File: src/design/pru_pkg.sv
// Shared types and constants of the PID regulator update block.
// Used by the configuration registers, the multiplier, the divider and the top level; no dependencies.
package pru_pkg;

   localparam int CSR_ADDR_WIDTH = 5;
   localparam int MUL_WIDTH      = 33;
   localparam int PROD_WIDTH     = 2 * MUL_WIDTH;
   localparam int MAG_WIDTH      = 47;
   localparam int DIV_CNT_WIDTH  = 6;

   localparam logic [15:0]              MIN_STEP  = 16'd7;
   localparam logic [16:0]              ONE_Q16   = 17'h10000;
   localparam logic [DIV_CNT_WIDTH-1:0] DIV_STEPS = 6'd32;

   typedef enum logic [1:0] {
      OP_UPDATE     = 2'd0,
      OP_RESET_STATE = 2'd1,
      OP_CLEAR_PREV  = 2'd2
   } op_type;

   typedef enum logic [2:0] {
      REG_GAIN_P         = 3'd0,
      REG_GAIN_I         = 3'd1,
      REG_GAIN_D         = 3'd2,
      REG_INTEGRAL_UPPER = 3'd3,
      REG_INTEGRAL_LOWER = 3'd4,
      REG_DERIV_WEIGHT   = 3'd5,
      REG_INTEGRAL_START = 3'd6
   } reg_index_type;

   typedef enum logic [4:0] {
      S_IDLE,
      S_MUL_P,
      S_MUL_I,
      S_TERM_T,
      S_MUL_TL,
      S_MUL_TH,
      S_INC,
      S_CLAMP,
      S_MUL_D,
      S_TERM_M,
      S_DIV_START,
      S_DIV,
      S_MUL_W1,
      S_MUL_W2,
      S_DSUM,
      S_DNEW,
      S_SUM,
      S_OUT
   } state_type;

   typedef struct packed {
      logic signed [31:0] gain_p;
      logic signed [31:0] gain_i;
      logic signed [31:0] gain_d;
      logic signed [31:0] integral_upper;
      logic signed [31:0] integral_lower;
      logic [16:0]        deriv_weight;
      logic signed [31:0] integral_start;
   } cfg_type;

   typedef struct packed {
      logic busy;
      logic done;
      logic overflow;
   } div_status_type;

endpackage

File: src/design/pru_mul.sv
// Shared signed multiplier of the PID regulator update block with a registered product.
// Depends on pru_pkg for the operand and product widths.
module pru_mul
   import pru_pkg::*;
(
   input  logic                         clock,
   input  logic signed [MUL_WIDTH-1:0]  operand_a,
   input  logic signed [MUL_WIDTH-1:0]  operand_b,
   output logic signed [PROD_WIDTH-1:0] product
);

   logic signed [PROD_WIDTH-1:0] product_ff;
   logic signed [PROD_WIDTH-1:0] product_in;

   assign product_in = operand_a * operand_b;
   assign product    = product_ff;

   always_ff @(posedge clock) begin
      product_ff <= product_in;
   end

endmodule

File: config.mk
export PLATFORM = sky130hd
export DESIGN_NAME = pru_mul
export DESIGN_NICKNAME = d
export VERILOG_FILES = /design/src/design/pru_pkg.sv /design/src/design/pru_mul.sv
export SDC_FILE = /design/constraint.sdc
export NUM_CORES = 2
export LEC_CHECK = 0
export ABC_AREA = 0
export BUFFER_PORTS_ARGS = -buffer_cell sky130_fd_sc_hd__buf_4
export CAP_MARGIN = 40
export CELL_PAD_IN_SITES_DETAIL_PLACEMENT = 1
export CELL_PAD_IN_SITES_GLOBAL_PLACEMENT = 1
export CORE_ASPECT_RATIO = 0.5
export CORE_MARGIN = 10
export CORE_UTILIZATION = 35
export DETAILED_ROUTE_END_ITERATION = 6
export PLACE_DENSITY = 0.63
export SETUP_SLACK_MARGIN = 0.5
export SLEW_MARGIN = 15
export SYNTH_ARGS = -nofsm -noshare
export SYNTH_HDL_FRONTEND = slang
export SYNTH_SLANG_ARGS = --single-unit
File: constraint.sdc
create_clock -name clock -period 11 [get_ports clock]
set_input_delay 0.55 -clock clock [delete_from_list [all_inputs] [get_ports clock]]
set_output_delay 0.55 -clock clock [all_outputs]
set_load 0.005 [all_outputs]
==> results.ini <==
[floorplan]
start_util=0.3555
die-area_um2=130100
die_x_um=500.3
fp.dieH_um=260.1
row_count=87
design.core.area_um2=113500
io_pins=133

[setup_path]
cp_slowest_cell=a21oi_1
crit_path_start=operand_a[16]
cp-start-kind=primary input
crit_path_max_fanout=33
cp-end-kind=flip-flop
criticalPathCategory=in -> reg
worst_path_largest_cell_delay_ps=710
crit_top_cell=fa_1
required_ps=11260
arrival_ps=8620

[place]
port_buffers=132
dp_slack_ps=2263
gp_congestion=0.9022
dp_hpwl_um=100700

[synth]
synth_top_family_by_area=adder cells
synth_compound_area_frac=0.03599
synth_edf_count=0
avgSynthCellArea_um2=9.383
synth_seq_cells=66
synthMuxAreaShare=0
postSynth.asyncResetShare=0
synth_cells=4302
synth-xor-area-share=0.01627
yosysWarnings=0
syn-num-nets=5731
synth_area_um2=40370
synthFlopType=dfxtp_1
synth-seq-area-share=0.03273
synth.distinct_cells=61
yosys.area_share.simple=0.1538
synthAdderAreaFrac=0.6351

[timing]
min_period_ps=8364
maxSlewHeadroom=0.4157
timing.final.ws_setup_ps=2636
period_share=0.7603
report.final.slew_viol_count=0
rsz0062_at_grt=no
final.setup.tns_ps=0
clock.fmax_mhz=119.6
hold_violations=0
setup_viol=0
timing.hold.ws_ps=654.9
worstMarginPinSlew_ps=868.5

[global_route]
grt_pass1_wl_um=190000
grt_usage=0.1877
grt_max_degree=34
grt_antenna_before_repair=3
grt_pass1_vias=32680
overflow=0

[min_path]
min_from=operand_b[0]
min_path_type=in -> reg

[cts]
htreeDepth=3
clockRootBuffer=clkbuf_16
cts_tree=built
numCtsBuffers=9
clk_pin_slew_ps=70
clk_path_buf_depth=2
cts-resized-gates=0
clkSinkCount=66
cts_hold_buf=0
post_cts_buffers=0

[routing]
avgViaCountPerCell=4.840
vias=27840
drtIter0Drc=1230
drt_pass1_iterations=5
drcViolationCount=0
routed_wirelength_um=118700
wl_per_cell_um=20.63
ant_nets=0

[finish]
largest_reg_flops=66
syn_to_final_growth_pct=6.054
utilization=0.3771
final_nets=5661
drive_gt1_frac=0.04225

[run]
drv_cap=0

[outcome]
status=completed

-- critical path: cells and delay by family --
kind                       cells  cell delay, ps
AOI/OAI and AO/OA              7            2090
buffers and inverters          6             710
adders and majority gates      9            4480
and+or+nand+nor                2             580
xor gates and xnor gates       1             160
-- stage by stage --
stage	instances	instance area, um2
2_1_floorplan	4302	40370
3_3_place_gp	5731	42450
3_5_place_dp	5732	42470
4_1_cts	5748	42790
5_1_grt	5750	42810
6_report	5751	42810
-- cell type report --
type | instances | area [um2]
fillers | 13090 | 70730
repair buffers | 140 | 1056
diodes | 1 | 2.502
flip-flops and latches | 66 | 1321
clock buffers | 10 | 239.0
clock inverters | 6 | 90.09
multi-input cells | 2882 | 33960
well taps | 1513 | 1893
inverters | 1133 | 4253
-- cell usage after synthesis, types with 2 or more instances --
library cell | instances | area [um2]
fa_1 | 1145 | 22920
inv_1 | 1133 | 4253
and2_1 | 562 | 3516
nand2_1 | 543 | 2038
clkbuf_1 | 220 | 825.8
ha_1 | 217 | 2715
a21oi_1 | 73 | 365.4
dfxtp_1 | 66 | 1321
xnor2_1 | 55 | 481.7
nor2_1 | 47 | 176.4
o21ai_0 | 37 | 185.2
a21o_1 | 28 | 210.2
xor2_1 | 20 | 175.2
nand3_1 | 18 | 90.09
a31oi_1 | 9 | 56.30
nand2b_1 | 9 | 56.30
nand4_1 | 9 | 56.30
o21bai_1 | 8 | 60.06
and3_1 | 7 | 43.79
and4_1 | 7 | 61.31
nor3_1 | 7 | 35.03
o211ai_1 | 7 | 52.55
o21a_1 | 7 | 52.55
a211oi_1 | 5 | 37.54
nor4_1 | 5 | 31.28
o21ai_1 | 5 | 25.02
a211oi_2 | 4 | 50.05
or2_2 | 4 | 25.02
a221o_1 | 3 | 30.03
nor2b_1 | 3 | 18.77
o21ba_2 | 3 | 30.03
o22ai_1 | 3 | 18.77
a311o_1 | 2 | 20.02
nand3b_1 | 2 | 15.01
o221ai_1 | 2 | 17.52
o41ai_2 | 2 | 32.53
-- layout by cell type (no fill, tap or decap), types with 2 or more instances in the layout --
master / Yosys / final
o21bai_1: 8 / 8
a31oi_1: 9 / 9
xnor2_1: 55 / 55
a21oi_1: 73 / 73
xor2_1: 20 / 20
nor2b_1: 3 / 3
fa_1: 1145 / 1145
o21ai_0: 37 / 37
nand3_1: 18 / 18
dfxtp_1: 66 / 66
bufinv_16: 0 / 2
a311o_1: 2 / 2
inv_1: 1133 / 1133
nand3b_1: 2 / 2
clkbuf_16: 0 / 9
and4_1: 7 / 7
nor3_1: 7 / 7
and2_1: 562 / 562
a211oi_1: 5 / 5
nor4_1: 5 / 5
clkinv_4: 0 / 2
a211oi_2: 4 / 4
or2_2: 4 / 4
nor2_1: 47 / 47
o211ai_1: 7 / 7
o21a_1: 7 / 7
o21ba_2: 3 / 3
nand2_1: 543 / 543
nand2b_1: 9 / 9
o22ai_1: 3 / 3
nand4_1: 9 / 9
o41ai_2: 2 / 2
o21ai_1: 5 / 5
a21o_1: 28 / 28
a221o_1: 3 / 3
and3_1: 7 / 7
buf_4: 0 / 138
o221ai_1: 2 / 2
ha_1: 217 / 217
-- routing by layer --
metal	part of all wire	track usage	vias up
met5	0.00011	0	-
met4	0.028	0.04815	2
met3	0.044	0.03125	156
met2	0.52	0.3401	482
met1	0.41	0.2318	15170
li1	-	-	12030
-- cell families after synthesis --
| logic type | Yosys count |
|---|---|
| adder cells (fa/ha/maj) | 1362 |
| buffers and inverters | 1354 |
| AND/OR/NAND/NOR | 1228 |
| AO/OA/AOI/OAI | 217 |
| XOR/XNOR | 75 |
| flip-flops | 66 |
-- worst paths after layout --
path / depth (start not counted) / endpoint / slack [ps]
hold / removal: 2 / product[0] / 650
setup / recovery: 25 / product[62] / 2640
Power is not shown: default switching activity piles up to over one toggle a cycle in this logic, so the estimate is an artifact.
