<file path="config.mk">
export PLATFORM = sky130hd
export DESIGN_NAME = pru_div
export DESIGN_NICKNAME = d
export VERILOG_FILES = /design/src/design/pru_pkg.sv /design/src/design/pru_div.sv
export SDC_FILE = /design/constraint.sdc
export NUM_CORES = 1
export LEC_CHECK = 0
export ABC_AREA = 1
export BUFFER_PORTS_ARGS = -buffer_cell sky130_fd_sc_hd__buf_2
export CAP_MARGIN = 20
export CORE_UTILIZATION = 55
export DETAILED_ROUTE_END_ITERATION = 8
export GPL_TIMING_DRIVEN = 0
export PLACE_DENSITY = 0.94
export SLEW_MARGIN = 10
export SYNTH_ARGS = -nofsm -noshare
export SYNTH_HDL_FRONTEND = slang
export SYNTH_SLANG_ARGS = --single-unit
</file>
<file path="constraint.sdc">
create_clock -name clock -period 5.1 [get_ports clock]
set_clock_uncertainty 0.1 [all_clocks]
set_input_delay 1.02 -clock clock [delete_from_list [all_inputs] [get_ports clock]]
set_output_delay 1.02 -clock clock [all_outputs]
set_load 0.01 [all_outputs]
</file>
<file path="src/design/pru_pkg.sv">
// Shared types and constants of the PID regulator update block.
// Used by the configuration registers, the multiplier, the divider and the top level; no dependencies.
package pru_pkg;

   localparam int CSR_ADDR_WIDTH = 5;
   localparam int MUL_WIDTH      = 33;
   localparam int PROD_WIDTH     = 2 * MUL_WIDTH;
   localparam int MAG_WIDTH      = 47;
   localparam int DIV_CNT_WIDTH  = 6;

   localparam logic [15:0]              MIN_STEP  = 16'd7;
   localparam logic [16:0]              ONE_Q16   = 17'h10000;
   localparam logic [DIV_CNT_WIDTH-1:0] DIV_STEPS = 6'd32;

   typedef enum logic [1:0] {
      OP_UPDATE     = 2'd0,
      OP_RESET_STATE = 2'd1,
      OP_CLEAR_PREV  = 2'd2
   } op_type;

   typedef enum logic [2:0] {
      REG_GAIN_P         = 3'd0,
      REG_GAIN_I         = 3'd1,
      REG_GAIN_D         = 3'd2,
      REG_INTEGRAL_UPPER = 3'd3,
      REG_INTEGRAL_LOWER = 3'd4,
      REG_DERIV_WEIGHT   = 3'd5,
      REG_INTEGRAL_START = 3'd6
   } reg_index_type;

   typedef enum logic [4:0] {
      S_IDLE,
      S_MUL_P,
      S_MUL_I,
      S_TERM_T,
      S_MUL_TL,
      S_MUL_TH,
      S_INC,
      S_CLAMP,
      S_MUL_D,
      S_TERM_M,
      S_DIV_START,
      S_DIV,
      S_MUL_W1,
      S_MUL_W2,
      S_DSUM,
      S_DNEW,
      S_SUM,
      S_OUT
   } state_type;

   typedef struct packed {
      logic signed [31:0] gain_p;
      logic signed [31:0] gain_i;
      logic signed [31:0] gain_d;
      logic signed [31:0] integral_upper;
      logic signed [31:0] integral_lower;
      logic [16:0]        deriv_weight;
      logic signed [31:0] integral_start;
   } cfg_type;

   typedef struct packed {
      logic busy;
      logic done;
      logic overflow;
   } div_status_type;

endpackage

</file>
<file path="src/design/pru_div.sv">
// Restoring divider of the PID regulator update block, one quotient bit per cycle.
// Depends on pru_pkg for the step count and the status struct.
module pru_div
   import pru_pkg::*;
(
   input  logic           clock,
   input  logic           reset,
   input  logic           start,
   input  logic [62:0]    dividend,
   input  logic [15:0]    divisor,
   output logic [31:0]    quotient,
   output div_status_type status
);

   logic [15:0]              rem_ff;
   logic [15:0]              rem_in;
   logic [31:0]              shreg_ff;
   logic [31:0]              shreg_in;
   logic [DIV_CNT_WIDTH-1:0] cnt_ff;
   logic [DIV_CNT_WIDTH-1:0] cnt_in;
   logic                     busy_ff;
   logic                     busy_in;
   logic                     done_ff;
   logic                     done_in;
   logic                     ovf_ff;
   logic                     ovf_in;
   logic [16:0]              rem_ext;
   logic [16:0]              rem_sub;
   logic                     fits;

   assign rem_ext = {rem_ff, shreg_ff[31]};
   assign rem_sub = rem_ext - {1'b0, divisor};
   assign fits    = rem_ext >= {1'b0, divisor};

   always_comb begin
      rem_in   = rem_ff;
      shreg_in = shreg_ff;
      cnt_in   = cnt_ff;
      busy_in  = busy_ff;
      done_in  = 1'b0;
      ovf_in   = ovf_ff;
      if (start) begin
         ovf_in   = dividend[62:32] >= {15'b0, divisor};
         rem_in   = dividend[47:32];
         shreg_in = dividend[31:0];
         cnt_in   = DIV_STEPS;
         busy_in  = 1'b1;
      end else if (busy_ff) begin
         rem_in   = fits ? rem_sub[15:0] : rem_ext[15:0];
         shreg_in = {shreg_ff[30:0], fits};
         cnt_in   = cnt_ff - 1'b1;
         done_in  = cnt_ff == 6'd1;
         busy_in  = cnt_ff != 6'd1;
      end
   end

   always_ff @(posedge clock) begin
      if (reset) begin
         busy_ff <= 1'b0;
         done_ff <= 1'b0;
         cnt_ff  <= '0;
      end else begin
         busy_ff <= busy_in;
         done_ff <= done_in;
         cnt_ff  <= cnt_in;
      end
   end

   always_ff @(posedge clock) begin
      rem_ff   <= rem_in;
      shreg_ff <= shreg_in;
      ovf_ff   <= ovf_in;
   end

   assign quotient        = shreg_ff;
   assign status.busy     = busy_ff;
   assign status.done     = done_ff;
   assign status.overflow = ovf_ff;

endmodule

</file>
==> run_results.csv <==
group,metric,value,unit
synthesis,seq_area_frac_synth,38.1,%
placed_design,placed_cells,794,
finish,fillers,572,
power_and_ir_drop,power.total,1790,uW
routing,dr.first_iter.drc_count,288,
finish,diodes,0,
synthesis,ys_ff_latch,57,
routing,routed_wl,11600,um
power_and_ir_drop,power_density,342,nW/um^2
critical_path,max_stage_delay,370,ps
critical_path,path_cells,"buf_2, inv_1, ha_1, nand2_2, inv_1, nand2_1, nand2_1, nand2_1, nand2_1, nor2_4, buf_4, nand3b_1, nand3_1, nand2_1",
critical_path,end_kind,"flop",
clock_tree,clock_latency,350,ps
routing,drt_pass1_iterations,5,
die,die_w,90.2,um
critical_path,rr_startpoint,"quotient[31]",
sta,timing.final.ws_setup,2350,ps
clock_tree,max-clock-path-buffers,2,
critical_path,crit_slowest_cell,"ha_1",
global_routing,globalRoute.totalOverflow,0,
critical_path,worstSetupPathType,"input pin to flop",
routing,route.detailed.wl_per_inst,14.3,um
global_routing,antenna_found_initial,0,
placed_design,place.port_buffers,116,
power_and_ir_drop,p_sw,662,uW
sta,rsz0062_at_grt,"no",
sta,finalSetupViolations,0,
synthesis,ys_types,38,
finish,synthToLayoutAreaGrowth,22.1,%
sta,maxSlewHeadroom,61.1,%
critical_path,critPathLaunch,"divisor[12]",
outcome,outcome,"completed",
sta,finalCritPeriodShare,53.9,%
sta,tightest_slew,581,ps
critical_path,cp.arrival,2750,ps
routing,routed_via_density,5.35,
synthesis,synthTopCellsByArea,"edfxtp_1 (34%), nand2_1 (21%), ha_1 (9.9%)",
clock_tree,cts_root_buf,"clkbuf_8",
sta,holdWs,408,ps
sta,fmax,0.364,GHz
synthesis,synthCells,578,
die,die_h,90.2,um
synthesis,synth_top_area_share,34.4,%
clock_tree,path_clk_slew,70,ps
synthesis,synth_area_per_cell,7.41,sq um
clock_tree,cts_resized,0,
global_routing,grt_usage,28.3,%
power_and_ir_drop,p_sw_share,37.1,%
sta,drv_slew,0,
sta,fin_crit,2750,ps
synthesis,ys.warnings.count,0,
placed_design,place_congestion,0.926,
finish,layout-drive-gt1-share,24.9,%
clock_tree,htreeDepth,3,
routing,drc,0,
sta,hold_violations,0,
finish,mostFrequentLayoutCells,"nand2_1 (237), buf_2 (118), inv_1 (70), edfxtp_1 (49), ha_1 (34)",
critical_path,critPathMaxFanout,10,
synthesis,synth_nets,695,
die,io_pins,117,
clock_tree,numCtsBuffers,9,
min_path,hp-start,"cnt_ff[4]",
finish,final_cells,810,
die,start_util,58.1,%
die,die-area,8140,sq um
clock_tree,clock-sinks,57,
power_and_ir_drop,leakage,0.00278,uW
flow_run,maxCapViolCount,0,
placed_design,dp_slack,2050,ps
min_path,hp-class,"flop to flop",
placed_design,hpwl,8900,um
power_and_ir_drop,combPwrFrac,37.7,%
die,coreArea,7370,sq um
finish,mostFrequentLayoutCell,"nand2_1",
critical_path,startpoint_type,"input pin",
critical_path,required,5100,ps
routing,via_count,4336,
routing,ant_nets,0,
synthesis,yosysTopAreaCell,"edfxtp_1",
critical_path,crit_top_cell,"nand2_1",
power_and_ir_drop,p_clk_share,27.4,%
sta,finalSetupTns,0,ps
power_and_ir_drop,p_seq_share,35.0,%
die,rows,31,
power_and_ir_drop,p_int,1120,uW
synthesis,synth.cell_area,4280,sq um
finish,nets,823,
global_routing,grt_max_degree,27,
global_routing,grt_pass1_vias,4029,
power_and_ir_drop,irDropWorstVdd,0.172,mV
global_routing,grt_pass1_wl,18100,um
clock_tree,cts_hold_buffers,0,
clock_tree,cts_tree,"done",
clock_tree,postCtsSetupBuffers,0,
## layer usage
layer	wire length, um	global-route usage (%)
met5	0	0
met4	325	12.5
met3	822	5.33
met2	5890	51.0
met1	4570	32.4
## path summary, 6_finish.rpt
check                to  slack (ps)  depth (start not counted)
max reg2reg  rem_ff[14]        2660                         14
min reg2reg   cnt_ff[4]         410                          2
max           rem_ff[5]        2350                         14
min           cnt_ff[4]         410                          2
## cells in the mapped netlist
master / instances
fa_1: 1
buf_4: 4
nor4_1: 4
edfxtp_1: 49
buf_1: 1
inv_2: 5
nand2_8: 1
nor3b_1: 2
nor2_4: 2
nand3_1: 33
o21ai_0: 9
nand4_1: 6
o211ai_1: 1
or2_2: 1
or2_1: 1
o21bai_1: 1
inv_1: 70
nor3_2: 1
buf_2: 2
dfxtp_1: 8
buf_6: 1
a211oi_1: 1
nand3_2: 4
nor2_2: 5
nand2_4: 1
ha_1: 34
buf_12: 1
xnor2_1: 5
and2_1: 1
xor2_1: 2
nor2_1: 21
nor3_1: 8
nand3b_1: 12
clkbuf_1: 7
nand2_2: 16
a21oi_1: 18
clkinv_1: 1
nand2_1: 238
## critical path: cells and delay by family
family | cells | cell delay, ps
simple gates | 9 | 930
buf+inv | 4 | 420
fa+ha+maj | 1 | 370
## sequential cells by signal, summed over array words and instances, names as in the netlist
| signal | count |
|---|---|
| quotient | 32 |
| done_ff | 1 |
| cnt_ff | 6 |
| ovf_ff | 1 |
| busy_ff | 1 |
| rem_ff | 16 |
## through the flow
step | util, % | instance area (sq um)
6_report | 70.9 | 5230
5_1_grt | 70.9 | 5230
4_1_cts | 70.9 | 5230
3_5_place_dp | 68.0 | 5010
3_3_place_gp | 67.7 | 4990
2_1_floorplan | - | 4280
## kinds of logic (layout without fill, tap and decap cells)
group,after synthesis,count (layout),synth area share [%]
fa+ha+maj,35,35,10.4
simple gates,357,357,37.3
flops,57,57,38.1
buf+inv,92,225,9.03
xor+xnor,7,7,1.43
compound gates,30,30,3.68
## layout make-up
type | count | area, sq um | share of cell area (%)
Buffer | 16 | 101 | 1.94
Clock buffer | 9 | 124 | 2.37
Clock inverter | 7 | 93.8 | 1.80
Inverter | 76 | 285 | 5.46
Multi-Input combinational cell | 429 | 2270 | 43.4
Sequential cell | 57 | 1630 | 31.2
Tap cell | 99 | 124 | 2.37
Timing Repair Buffer | 117 | 601 | 11.5
## power by group through the flow
stage	Sequential [uW]	Clock [uW]	Combinational (uW)
2_1_floorplan	637	0	470
3_3_place_gp	631	0	635
3_5_place_dp	631	0	660
4_1_cts	624	484	664
5_1_grt	631	506	748
6_report	625	488	672
Power figures use the tool's default switching activity.
