--- config.mk ---
export PLATFORM = sky130hd
export DESIGN_NAME = pru_csr
export DESIGN_NICKNAME = d
export VERILOG_FILES = /design/src/design/pru_pkg.sv /design/src/design/pru_csr.sv
export SDC_FILE = /design/constraint.sdc
export NUM_CORES = 1
export LEC_CHECK = 0
export CAP_MARGIN = 20
export CORE_MARGIN = 4
export CORE_UTILIZATION = 58
export DETAILED_ROUTE_END_ITERATION = 6
export DONT_BUFFER_PORTS = 1
export HOLD_SLACK_MARGIN = 0.08
export PLACE_DENSITY = 0.73
export SLEW_MARGIN = 5
export SYNTH_ARGS = -nofsm -noshare
export SYNTH_HDL_FRONTEND = slang
export SYNTH_SLANG_ARGS = --single-unit
--- constraint.sdc ---
create_clock -name clock -period 1.47 [get_ports clock]
set_clock_uncertainty 0.2 [all_clocks]
set_input_delay 0.2205 -clock clock [delete_from_list [all_inputs] [get_ports clock]]
set_output_delay 0.2205 -clock clock [all_outputs]
set_load 0.01 [all_outputs]
--- src/design/pru_pkg.sv ---
// Shared types and constants of the PID regulator update block.
// Used by the configuration registers, the multiplier, the divider and the top level; no dependencies.
package pru_pkg;

   localparam int CSR_ADDR_WIDTH = 5;
   localparam int MUL_WIDTH      = 33;
   localparam int PROD_WIDTH     = 2 * MUL_WIDTH;
   localparam int MAG_WIDTH      = 47;
   localparam int DIV_CNT_WIDTH  = 6;

   localparam logic [15:0]              MIN_STEP  = 16'd7;
   localparam logic [16:0]              ONE_Q16   = 17'h10000;
   localparam logic [DIV_CNT_WIDTH-1:0] DIV_STEPS = 6'd32;

   typedef enum logic [1:0] {
      OP_UPDATE     = 2'd0,
      OP_RESET_STATE = 2'd1,
      OP_CLEAR_PREV  = 2'd2
   } op_type;

   typedef enum logic [2:0] {
      REG_GAIN_P         = 3'd0,
      REG_GAIN_I         = 3'd1,
      REG_GAIN_D         = 3'd2,
      REG_INTEGRAL_UPPER = 3'd3,
      REG_INTEGRAL_LOWER = 3'd4,
      REG_DERIV_WEIGHT   = 3'd5,
      REG_INTEGRAL_START = 3'd6
   } reg_index_type;

   typedef enum logic [4:0] {
      S_IDLE,
      S_MUL_P,
      S_MUL_I,
      S_TERM_T,
      S_MUL_TL,
      S_MUL_TH,
      S_INC,
      S_CLAMP,
      S_MUL_D,
      S_TERM_M,
      S_DIV_START,
      S_DIV,
      S_MUL_W1,
      S_MUL_W2,
      S_DSUM,
      S_DNEW,
      S_SUM,
      S_OUT
   } state_type;

   typedef struct packed {
      logic signed [31:0] gain_p;
      logic signed [31:0] gain_i;
      logic signed [31:0] gain_d;
      logic signed [31:0] integral_upper;
      logic signed [31:0] integral_lower;
      logic [16:0]        deriv_weight;
      logic signed [31:0] integral_start;
   } cfg_type;

   typedef struct packed {
      logic busy;
      logic done;
      logic overflow;
   } div_status_type;

endpackage

--- src/design/pru_csr.sv ---
// Configuration registers of the PID regulator update block behind an APB-style port.
// Depends on pru_pkg for the register index codes and the configuration struct.
module pru_csr
   import pru_pkg::*;
(
   input  logic                      clock,
   input  logic                      reset,
   input  logic                      csr_psel,
   input  logic                      csr_penable,
   input  logic                      csr_pwrite,
   input  logic [CSR_ADDR_WIDTH-1:0] csr_paddr,
   input  logic [31:0]               csr_pwdata,
   output logic [31:0]               csr_prdata,
   output logic                      csr_pready,
   output cfg_type                   cfg
);

   cfg_type       cfg_ff;
   cfg_type       cfg_in;
   reg_index_type index;
   logic          write_en;

   assign index      = reg_index_type'(csr_paddr[4:2]);
   assign write_en   = csr_psel && csr_penable && csr_pwrite;
   assign csr_pready = 1'b1;
   assign cfg        = cfg_ff;

   always_comb begin
      cfg_in = cfg_ff;
      if (write_en) begin
         case (index)
            REG_GAIN_P:         cfg_in.gain_p         = csr_pwdata;
            REG_GAIN_I:         cfg_in.gain_i         = csr_pwdata;
            REG_GAIN_D:         cfg_in.gain_d         = csr_pwdata;
            REG_INTEGRAL_UPPER: cfg_in.integral_upper = csr_pwdata;
            REG_INTEGRAL_LOWER: cfg_in.integral_lower = csr_pwdata;
            REG_DERIV_WEIGHT:   cfg_in.deriv_weight   = csr_pwdata[16:0];
            REG_INTEGRAL_START: cfg_in.integral_start = csr_pwdata;
            default:            cfg_in = cfg_ff;
         endcase
      end
   end

   always_comb begin
      case (index)
         REG_GAIN_P:         csr_prdata = cfg_ff.gain_p;
         REG_GAIN_I:         csr_prdata = cfg_ff.gain_i;
         REG_GAIN_D:         csr_prdata = cfg_ff.gain_d;
         REG_INTEGRAL_UPPER: csr_prdata = cfg_ff.integral_upper;
         REG_INTEGRAL_LOWER: csr_prdata = cfg_ff.integral_lower;
         REG_DERIV_WEIGHT:   csr_prdata = {15'b0, cfg_ff.deriv_weight};
         REG_INTEGRAL_START: csr_prdata = cfg_ff.integral_start;
         default:            csr_prdata = '0;
      endcase
   end

   always_ff @(posedge clock) begin
      if (reset) begin
         cfg_ff.gain_p         <= '0;
         cfg_ff.gain_i         <= '0;
         cfg_ff.gain_d         <= '0;
         cfg_ff.integral_upper <= '0;
         cfg_ff.integral_lower <= '0;
         cfg_ff.deriv_weight   <= ONE_Q16;
         cfg_ff.integral_start <= '0;
      end else begin
         cfg_ff <= cfg_in;
      end
   end

endmodule

==> results of run 1 <==
## cell families (layout without fill, tap and decap cells)
kind of cell           after synthesis  in the layout  synth area share, %
DFF                                209            209                 42.2
muxes                              195            195                 20.0
buffers and inverters              114            368                 5.87
other                                1              2               0.0379
and+or+nand+nor                    303            303                 17.7
AOI/OAI and AO/OA                  250            250                 14.2
## cell type report
type / count / area, um2
clock inverter: 5 / 27.5
timing repair buffer: 323 / 3090
clock buffer: 34 / 647
fill: 860 / 2690
multi-input combinational: 749 / 5500
inverter: 6 / 22.5
sequential: 209 / 4380
antenna: 1 / 2.50
tap: 220 / 275
## metal layers
layer	GRT usage (%)	part of all wire [%]	vias up
li1	-	-	4311
met1	43.9	35	4744
met2	60.9	47	769
met3	11.4	12	193
met4	18.1	5.9	0
met5	0	0	-
## per-stage QoR
stage               setup TNS [ns]  utilization (%)  area (um2)  hold slack, ns
floorplan                    -1.03                -       10100           0.168
global placement            -0.101             68.4       11400           0.106
detailed placement          -0.312             68.4       11400           0.104
CTS                         -16.26             81.9       13600          -0.426
global route                -15.68             83.8       13900          -0.427
finish                      -14.09             83.8       13900          -0.386
## repair_timing
item,4_1_cts,5_1_grt
setup buffers,5,26
endpoints found under the hold margin,209,183
cloned,0,2
setup endpoints to repair,32,129
hold buffers,135,8
pin swaps,25,23
resized for setup,66,165
## placed cells by master (no fill, tap or decap), types with 25 or more instances in the layout
cell type / synthesis / final
a21oi_1: 97 / 96
nand2b_1: 147 / 144
dfxtp_4: 0 / 28
mux2i_1: 174 / 169
o21ai_0: 99 / 92
dlygate4sd3_1: 0 / 82
dfxtp_2: 0 / 76
nand3_1: 97 / 97
clkbuf_16: 0 / 25
buf_6: 3 / 35
dfxtp_1: 209 / 105
buf_4: 22 / 169
## worst paths after layout
kind	start	end	slack, ns
hold reg to reg	cfg[174]	cfg[174]	0.33
setup / recovery	cfg[6]	csr_prdata[6]	-0.58
setup reg to reg	cfg[18]	cfg[18]	-0.01
hold / removal	reset	cfg[174]	-0.39
## worst reg2reg max path: stages, from the launching register on
cell           delay [ns]
dfxtp_4              0.38
nand2b_1             0.08
dlygate4sd3_1        0.56
mux2i_1              0.17
## power by group through the flow
stage	sequential (uW)	combinational, uW	clock, uW
final	5700	996	5360
after floorplan	5880	607	0
after global placement	5860	708	0
after detailed placement	5870	716	0
after CTS	5730	888	5330
after global routing	5700	1030	5600
==> flow_summary.toml, run 1 <==
[outcome]
outcome = "finished, violations left"
violations = "hold timing, setup timing"

[sta]
final-hold-violation-count = 169
hold_ws_ns = -0.386
rsz0062_at_grt = "yes"
fin_crit_ns = 2.05
max_slew_margin_pct = 60.0
slew_violations = 0
worstMarginPinSlew_ns = 0.597
fin_ws_ns = -0.580
fin_crit_sh_pct = 139
fmax_mhz = 488
setup_violations = 52

[global_route]
grt_overflow = 0
grt_antenna_before_repair = 1
grt_max_degree = 243
grtUsageTotal_pct = 36.9
grt_pass1_wl_mm = 57.9
grt_pass1_vias = 10000

[route]
drc = 0
wirelength_mm = 39.3
wl_per_cell_um = 25.4
firstDrtPassIters = 6
via_per_inst = 6.48
via_count = 10000
ant_nets = 0
drt_iter0_drc = 1164

[place]
hpwl_mm = 20.9
dp_slack_ns = -0.0743
place_inst = 1374
place.gp.congestion = 0.817
port-buffer-count = 0

[logic_synthesis]
netlist_area_um2 = 9910
synth.most_common_cell = "dfxtp_1"
synth.area.top_cells = "dfxtp_1 (42%), mux2i_1 (18%), nand2b_1 (9.3%)"
yosysWarnings = 0
synth.top_cell.area_share_pct = 42.2
synth_edf_count = 0
yosysSeqAreaShare_pct = 42.2
synth-seq-cells = 209
synth_commonest_cells = "dfxtp_1 (209), mux2i_1 (174), nand2b_1 (147)"
syn-instance-count = 1072
synth_nets = 1114
ys_types = 37
synthArstFlopShare_pct = 0
yosys_most_used_dff = "dfxtp_1"
avgSynthCellArea_um2 = 9.24
netlist.top_cell.by_area = "dfxtp_1"

[run]
max_cap_viol_count = 0

[clocking]
cts_buffers = 23
cts_tree = "built"
htree_levels = 1
cts_sinks = 209
clk_latency_ns = 0.49
cts_buffer_depth = 3
root_buffer = "clkbuf_16"
clk_pin_slew_ns = 0.06

[die]
dieArea_um2 = 19200
io_pins = 284
placeableCoreArea_um2 = 16600
initial_core_util_pct = 59.5
dieHeight_um = 139
rows = 47
fp.dieW_um = 139

[min_path]
min_path_type = "input port to flop"
holdPathStages = 1

[power]
power_switching_share_pct = 23.9
power_frac_seq_pct = 47.3
combPwrFrac_pct = 8.3
total_leakage_power_uw = 0.00612
power_density_nw_per_um2 = 864
pwr-share-clk_pct = 44.4
ir_drop_mv = 1.01
power_switching_uw = 2890
finalPower_uw = 12100
internal_power_uw = 9170

[critical_path]
cp-end-kind = "primary output"
cp.required_ns = 1.05
cp-start-kind = "flop"
path_buf_inv = 0
path_delay_family = "simple AND/OR/NAND/NOR gates"
slowest_stage = "nor3b_1"
worst-path-max-fanout = 3
worstPathCellList = "nor3b_1, or3_4"
cp.depth = 2
crit_arrival_ns = 1.63
cpPeakStageDelay_ns = 0.49
ff2ff_path_depth = 3
critPathKind = "flop to primary output"

[layout]
drive_gt1_share_pct = 32.5
largest_reg_flops = 209
instances_no_fill = 1547
syn_to_final_growth_pct = 40.8
nets = 1354
(Power assumes the default switching activity.)
==> inputs of run 2 (changes only) <==
--- a/config.mk
+++ b/config.mk
@@ -11,7 +11,7 @@
 export DETAILED_ROUTE_END_ITERATION = 6
 export DONT_BUFFER_PORTS = 1
 export HOLD_SLACK_MARGIN = 0.08
-export PLACE_DENSITY = 0.73
+export PLACE_DENSITY_LB_ADDON = 0.12
 export SLEW_MARGIN = 5
 export SYNTH_ARGS = -nofsm -noshare
 export SYNTH_HDL_FRONTEND = slang
==> run 2 against run 1 <==
  * The flow still finishes with violations (hold timing, setup timing)
  * Global-route usage decreased by 1.0 points
  * Sequential power barely moved
  * Cell area is 1.0% lower
==> flow_summary.toml, run 2 (synthesis results as in run 1) <==
[outcome]
outcome = "finished, violations left"
violations = "hold timing, setup timing"

[place]
place.gp.congestion = 0.829
place_inst = 1376
dp_slack_ns = -0.125
port-buffer-count = 0
hpwl_mm = 20.9

[critical_path]
worst-path-max-fanout = 16
path_buf_inv = 2
crit_arrival_ns = 1.56
cpPeakStageDelay_ns = 0.66
worstPathCellList = "nor2b_4, dlygate4sd3_1, buf_4, a221oi_2, a21oi_2"
critPathKind = "input port to primary output"
cp-end-kind = "primary output"
cp-start-kind = "input port"
cp.required_ns = 1.05
slowest_stage = "dlygate4sd3_1"
rrSetupSlack_ns = -0.03
ff2ff_path_depth = 3
r2r_end = "cfg[7]"
path_delay_family = "buffers and inverters"
cp.depth = 5
reg2reg_from = "cfg[7]"

[power]
total_leakage_power_uw = 0.00606
power_density_nw_per_um2 = 876
ir_drop_mv = 0.902

[layout]
diodes = 0
layout_commonest_cell = "mux2i_1"
largest_reg_flops = 209
drive_gt1_share_pct = 31.8
final_cell_mix = "mux2i_1 (171), buf_4 (166), nand2b_1 (144)"
syn_to_final_growth_pct = 39.4
instances_no_fill = 1539
nets = 1350

[sta]
rsz0062_at_grt = "yes"
fin_crit_ns = 1.98
worstMarginPinSlew_ns = 0.555
hold_ws_ns = -0.395
setup_tns_ns = -15.48
fmax_mhz = 506
fin_crit_sh_pct = 134
final-hold-violation-count = 161
max_slew_margin_pct = 62.9
slew_violations = 0
fin_ws_ns = -0.507
setup_violations = 48

[route]
drt_iter0_drc = 914
wl_per_cell_um = 25.0
wirelength_mm = 38.4
via_per_inst = 6.34
firstDrtPassIters = 6
via_count = 9752
drc = 0
ant_nets = 0

[global_route]
grt_max_degree = 243
grt_pass1_wl_mm = 56.8
grt_antenna_before_repair = 0
grt_overflow = 0
grt_pass1_vias = 9917
grtUsageTotal_pct = 35.9

[min_path]
holdPathStages = 1
min_to = "cfg[204]"
min_path_type = "input port to flop"
min-delay-start = "reset"

[die]
rows = 47
io_pins = 284
fp.dieW_um = 139
dieArea_um2 = 19200
dieHeight_um = 139
placeableCoreArea_um2 = 16600
initial_core_util_pct = 59.5

[clocking]
cts_buffer_depth = 3
cts_buffers = 23
cts_tree = "built"
htree_levels = 1
root_buffer = "clkbuf_16"
clk_latency_ns = 0.51
cts_sinks = 209
clk_pin_slew_ns = 0.06

[run]
max_cap_viol_count = 0
-- run 2: cell count changes in the layout (fill, tap and decap cells not counted), sizes merged --
cell	previous run	this run
buf	220	214
clkinv	4	2
clkinvlp	1	0
diode	1	0
dlygate4sd3	82	86
dlymetal6s2s	1	0
dlymetal6s4s	18	16
inv	6	7
-- run 2: through the flow --
| step | instance area (um2) | utilization, % | power, uW |
|---|---|---|---|
| 4_1_cts | 13600 | 82.0 | 12000 |
| 2_1_floorplan | 10100 | - | 6480 |
| 5_1_grt | 13800 | 83.0 | 12400 |
| 6_report | 13800 | 83.0 | 12100 |
| 3_5_place_dp | 11400 | 68.5 | 6580 |
| 3_3_place_gp | 11400 | 68.5 | 6570 |
-- run 2: final cells by class --
class | count | area [um2]
Multi-Input combinational cell | 749 | 5430
Sequential cell | 209 | 4360
Timing Repair Buffer | 319 | 3050
Fill cell | 964 | 2840
Clock buffer | 33 | 653
Tap cell | 220 | 275
Inverter | 6 | 22.5
Clock inverter | 3 | 18.8
-- run 2: power by group --
group / total (uW) / internal (uW) / switching [uW] / leakage, uW
clock network: 5380 / 3050 / 2330 / 0.000332
registers: 5710 / 5680 / 37.7 / 0.00174
logic: 993 / 476 / 516 / 0.00399
-- run 2: worst max-delay path by stage --
| stage | to | from | slack (ns) |
|---|---|---|---|
| CTS | csr_prdata[4] | cfg[181] | -0.51 |
| global placement | csr_prdata[29] | csr_paddr[4] | -0.12 |
| global route | csr_prdata[4] | cfg[181] | -0.54 |
| detailed placement | csr_prdata[29] | csr_paddr[4] | -0.12 |
| floorplan | csr_prdata[26] | csr_paddr[3] | -0.08 |
| finish | csr_prdata[21] | csr_paddr[4] | -0.51 |
-- run 2: metal layers --
| layer | global-route usage, % | share of wire [%] | wire, um |
|---|---|---|---|
| met5 | 0 | 0 | 0 |
| met1 | 44.1 | 37 | 14300 |
| met4 | 15.9 | 5.0 | 1930 |
| met2 | 58.4 | 47 | 18200 |
| met3 | 11.0 | 10 | 4020 |
-- run 2: worst reg2reg max path, delay by kind of cell, from the launching register on --
kind / cells / cell delay (ns)
buf+inv: 1 / 0.57
mux: 1 / 0.20
simple gates: 1 / 0.07
flops: 1 / 0.37
-- run 2: repair_timing --
action,CTS,global route
endpoints found under the hold margin,209,188
endpoints found under the setup margin,32,131
pin swaps,13,23
cloned,0,4
setup buffers,2,19
hold buffers,142,8
gates resized for setup,47,151
==> inputs of run 3 (changes only) <==
--- a/config.mk
+++ b/config.mk
@@ -5,13 +5,13 @@
 export SDC_FILE = /design/constraint.sdc
 export NUM_CORES = 1
 export LEC_CHECK = 0
-export CAP_MARGIN = 20
+export CAP_MARGIN = 15
 export CORE_MARGIN = 4
 export CORE_UTILIZATION = 58
 export DETAILED_ROUTE_END_ITERATION = 6
 export DONT_BUFFER_PORTS = 1
 export HOLD_SLACK_MARGIN = 0.08
-export PLACE_DENSITY_LB_ADDON = 0.12
+export PLACE_DENSITY = 0.76
 export SLEW_MARGIN = 5
 export SYNTH_ARGS = -nofsm -noshare
 export SYNTH_HDL_FRONTEND = slang
==> run 3 against run 2 <==
  * The flow still finishes with violations (hold timing, setup timing)
  * Critical path type is now flop to primary output
  * Non-clock buffer count is 20 lower
  * Sequential power hardly changed
  * Routed wire length is 0.28% higher
  * Worst setup slack better by 0.018 ns
  * Largest power group unchanged
  * Total power is 1.5% lower
  * Highest routed layer unchanged
  * Die area stayed put
  * Sequential share of layout area is 0.40 points higher
  * Hold slack better by 0.015 ns
  * Utilization is 0.71 points lower
  * Register-to-register slack worse by 0.04 ns
  * Cell count is 1.3% lower
  * Clock-buffer cell count stayed put
==> flow_summary.toml, run 3 (synthesis results as in run 1) <==
[critical_path]
cp-start-kind = "flop"
crit_arrival_ns = 1.54
cp-end-kind = "primary output"
critPathKind = "flop to primary output"
worst-path-max-fanout = 2
cp.required_ns = 1.05

[place]
place.gp.congestion = 0.837
port-buffer-count = 0
hpwl_mm = 20.6

[power]
finalPower_uw = 11900
internal_power_uw = 9100
power_switching_share_pct = 23.6
power_frac_seq_pct = 47.9
power_density_nw_per_um2 = 870
power_switching_uw = 2810
total_leakage_power_uw = 0.00599
combPwrFrac_pct = 8.1
ir_drop_mv = 0.924
pwr-share-clk_pct = 44.0

[global_route]
grt_pass1_wl_mm = 56.0
grt_pass1_vias = 9878
grtUsageTotal_pct = 35.6
grt_antenna_before_repair = 1
grt_overflow = 0
grt_max_degree = 243

[layout]
final_cell_mix = "mux2i_1 (171), buf_4 (153), nand2b_1 (144)"
nets = 1329
largest_reg_flops = 209
syn_to_final_growth_pct = 38.2
drive_gt1_share_pct = 31.2
fillers = 927
layout_commonest_cell = "mux2i_1"

[die]
initial_core_util_pct = 59.5
fp.dieW_um = 139
io_pins = 284
placeableCoreArea_um2 = 16600
dieArea_um2 = 19200
rows = 47
dieHeight_um = 139

[clocking]
cts_buffers = 22
clk_pin_slew_ns = 0.06
cts_buffer_depth = 3
cts_tree = "built"
root_buffer = "clkbuf_16"
cts_sinks = 209
htree_levels = 1
clk_latency_ns = 0.50

[sta]
setup_violations = 44
final-hold-violation-count = 170
hold_ws_ns = -0.380
fin_ws_ns = -0.489
fin_crit_sh_pct = 133
fin_crit_ns = 1.96
rsz0062_at_grt = "yes"
slew_violations = 0
worstMarginPinSlew_ns = 0.538
setup_tns_ns = -13.68
max_slew_margin_pct = 64.0
fmax_mhz = 511

[route]
firstDrtPassIters = 6
wl_per_cell_um = 25.4
via_per_inst = 6.52
via_count = 9902
drc = 0
drt_iter0_drc = 1062
wirelength_mm = 38.5
ant_nets = 0

[outcome]
violations = "hold timing, setup timing"
outcome = "finished, violations left"

[min_path]
min_path_type = "input port to flop"

[run]
max_cap_viol_count = 0
run 3: power by group through the flow:
stage	sequential (uW)	combinational, uW	clock [uW]
final	5700	962	5240
after CTS	5730	878	5250
after detailed placement	5870	705	0
after global routing	5700	993	5460
after floorplan	5880	607	0
after global placement	5860	697	0
run 3: final timing paths:
check           start            end  slack (ns)  cells after the start
max           cfg[81]  csr_prdata[0]       -0.49                      3
min reg2reg   cfg[97]        cfg[97]        0.34                      2
min             reset        cfg[58]       -0.38                      1
max reg2reg  cfg[163]       cfg[163]       -0.07                      3
run 3: timing repair:
| item | 4_1_cts | 5_1_grt |
|---|---|---|
| pin swaps | 10 | 19 |
| gates cloned | 0 | 3 |
| hold endpoints to repair | 209 | 190 |
| hold buffers | 137 | 3 |
| endpoints found under the setup margin | 32 | 117 |
| buffers inserted | 0 | 22 |
| resized for setup | 52 | 161 |
run 3: critical path: stages (launching register included):
cell and delay [ns]:
dfxtp_1 0.32, mux2i_1 0.21, o22ai_1 0.12, or3_4 0.40
run 3: metrics by stage:
stage | area, um2 | cells | setup slack, ns | utilization (%)
after floorplan | 10100 | 1072 | -0.0779 | -
after global placement | 11300 | 1365 | -0.0745 | 68.1
after detailed placement | 11300 | 1365 | -0.0915 | 68.1
after CTS | 13500 | 1537 | -0.475 | 81.1
after global routing | 13700 | 1519 | -0.515 | 82.2
final | 13700 | 1519 | -0.489 | 82.2
run 3: cell type report:
type / instances / area [um2] / area share (%)
Timing Repair Buffer: 299 / 2890 / 21.1
Clock buffer: 33 / 643 / 4.70
Antenna cell: 1 / 2.50 / 0.0183
Clock inverter: 2 / 10.0 / 0.0731
Sequential cell: 209 / 4380 / 32.0
Tap cell: 220 / 275 / 2.01
Multi-Input combinational cell: 749 / 5470 / 40.0
Inverter: 6 / 22.5 / 0.165
run 3: metal layers:
layer	vias to the layer above	global-route usage (%)	part of all wire (%)
met5	-	0	0
met4	0	16.2	4.5
li1	4257	-	-
met1	4792	42.3	36
met2	689	59.4	48
met3	164	11.1	11
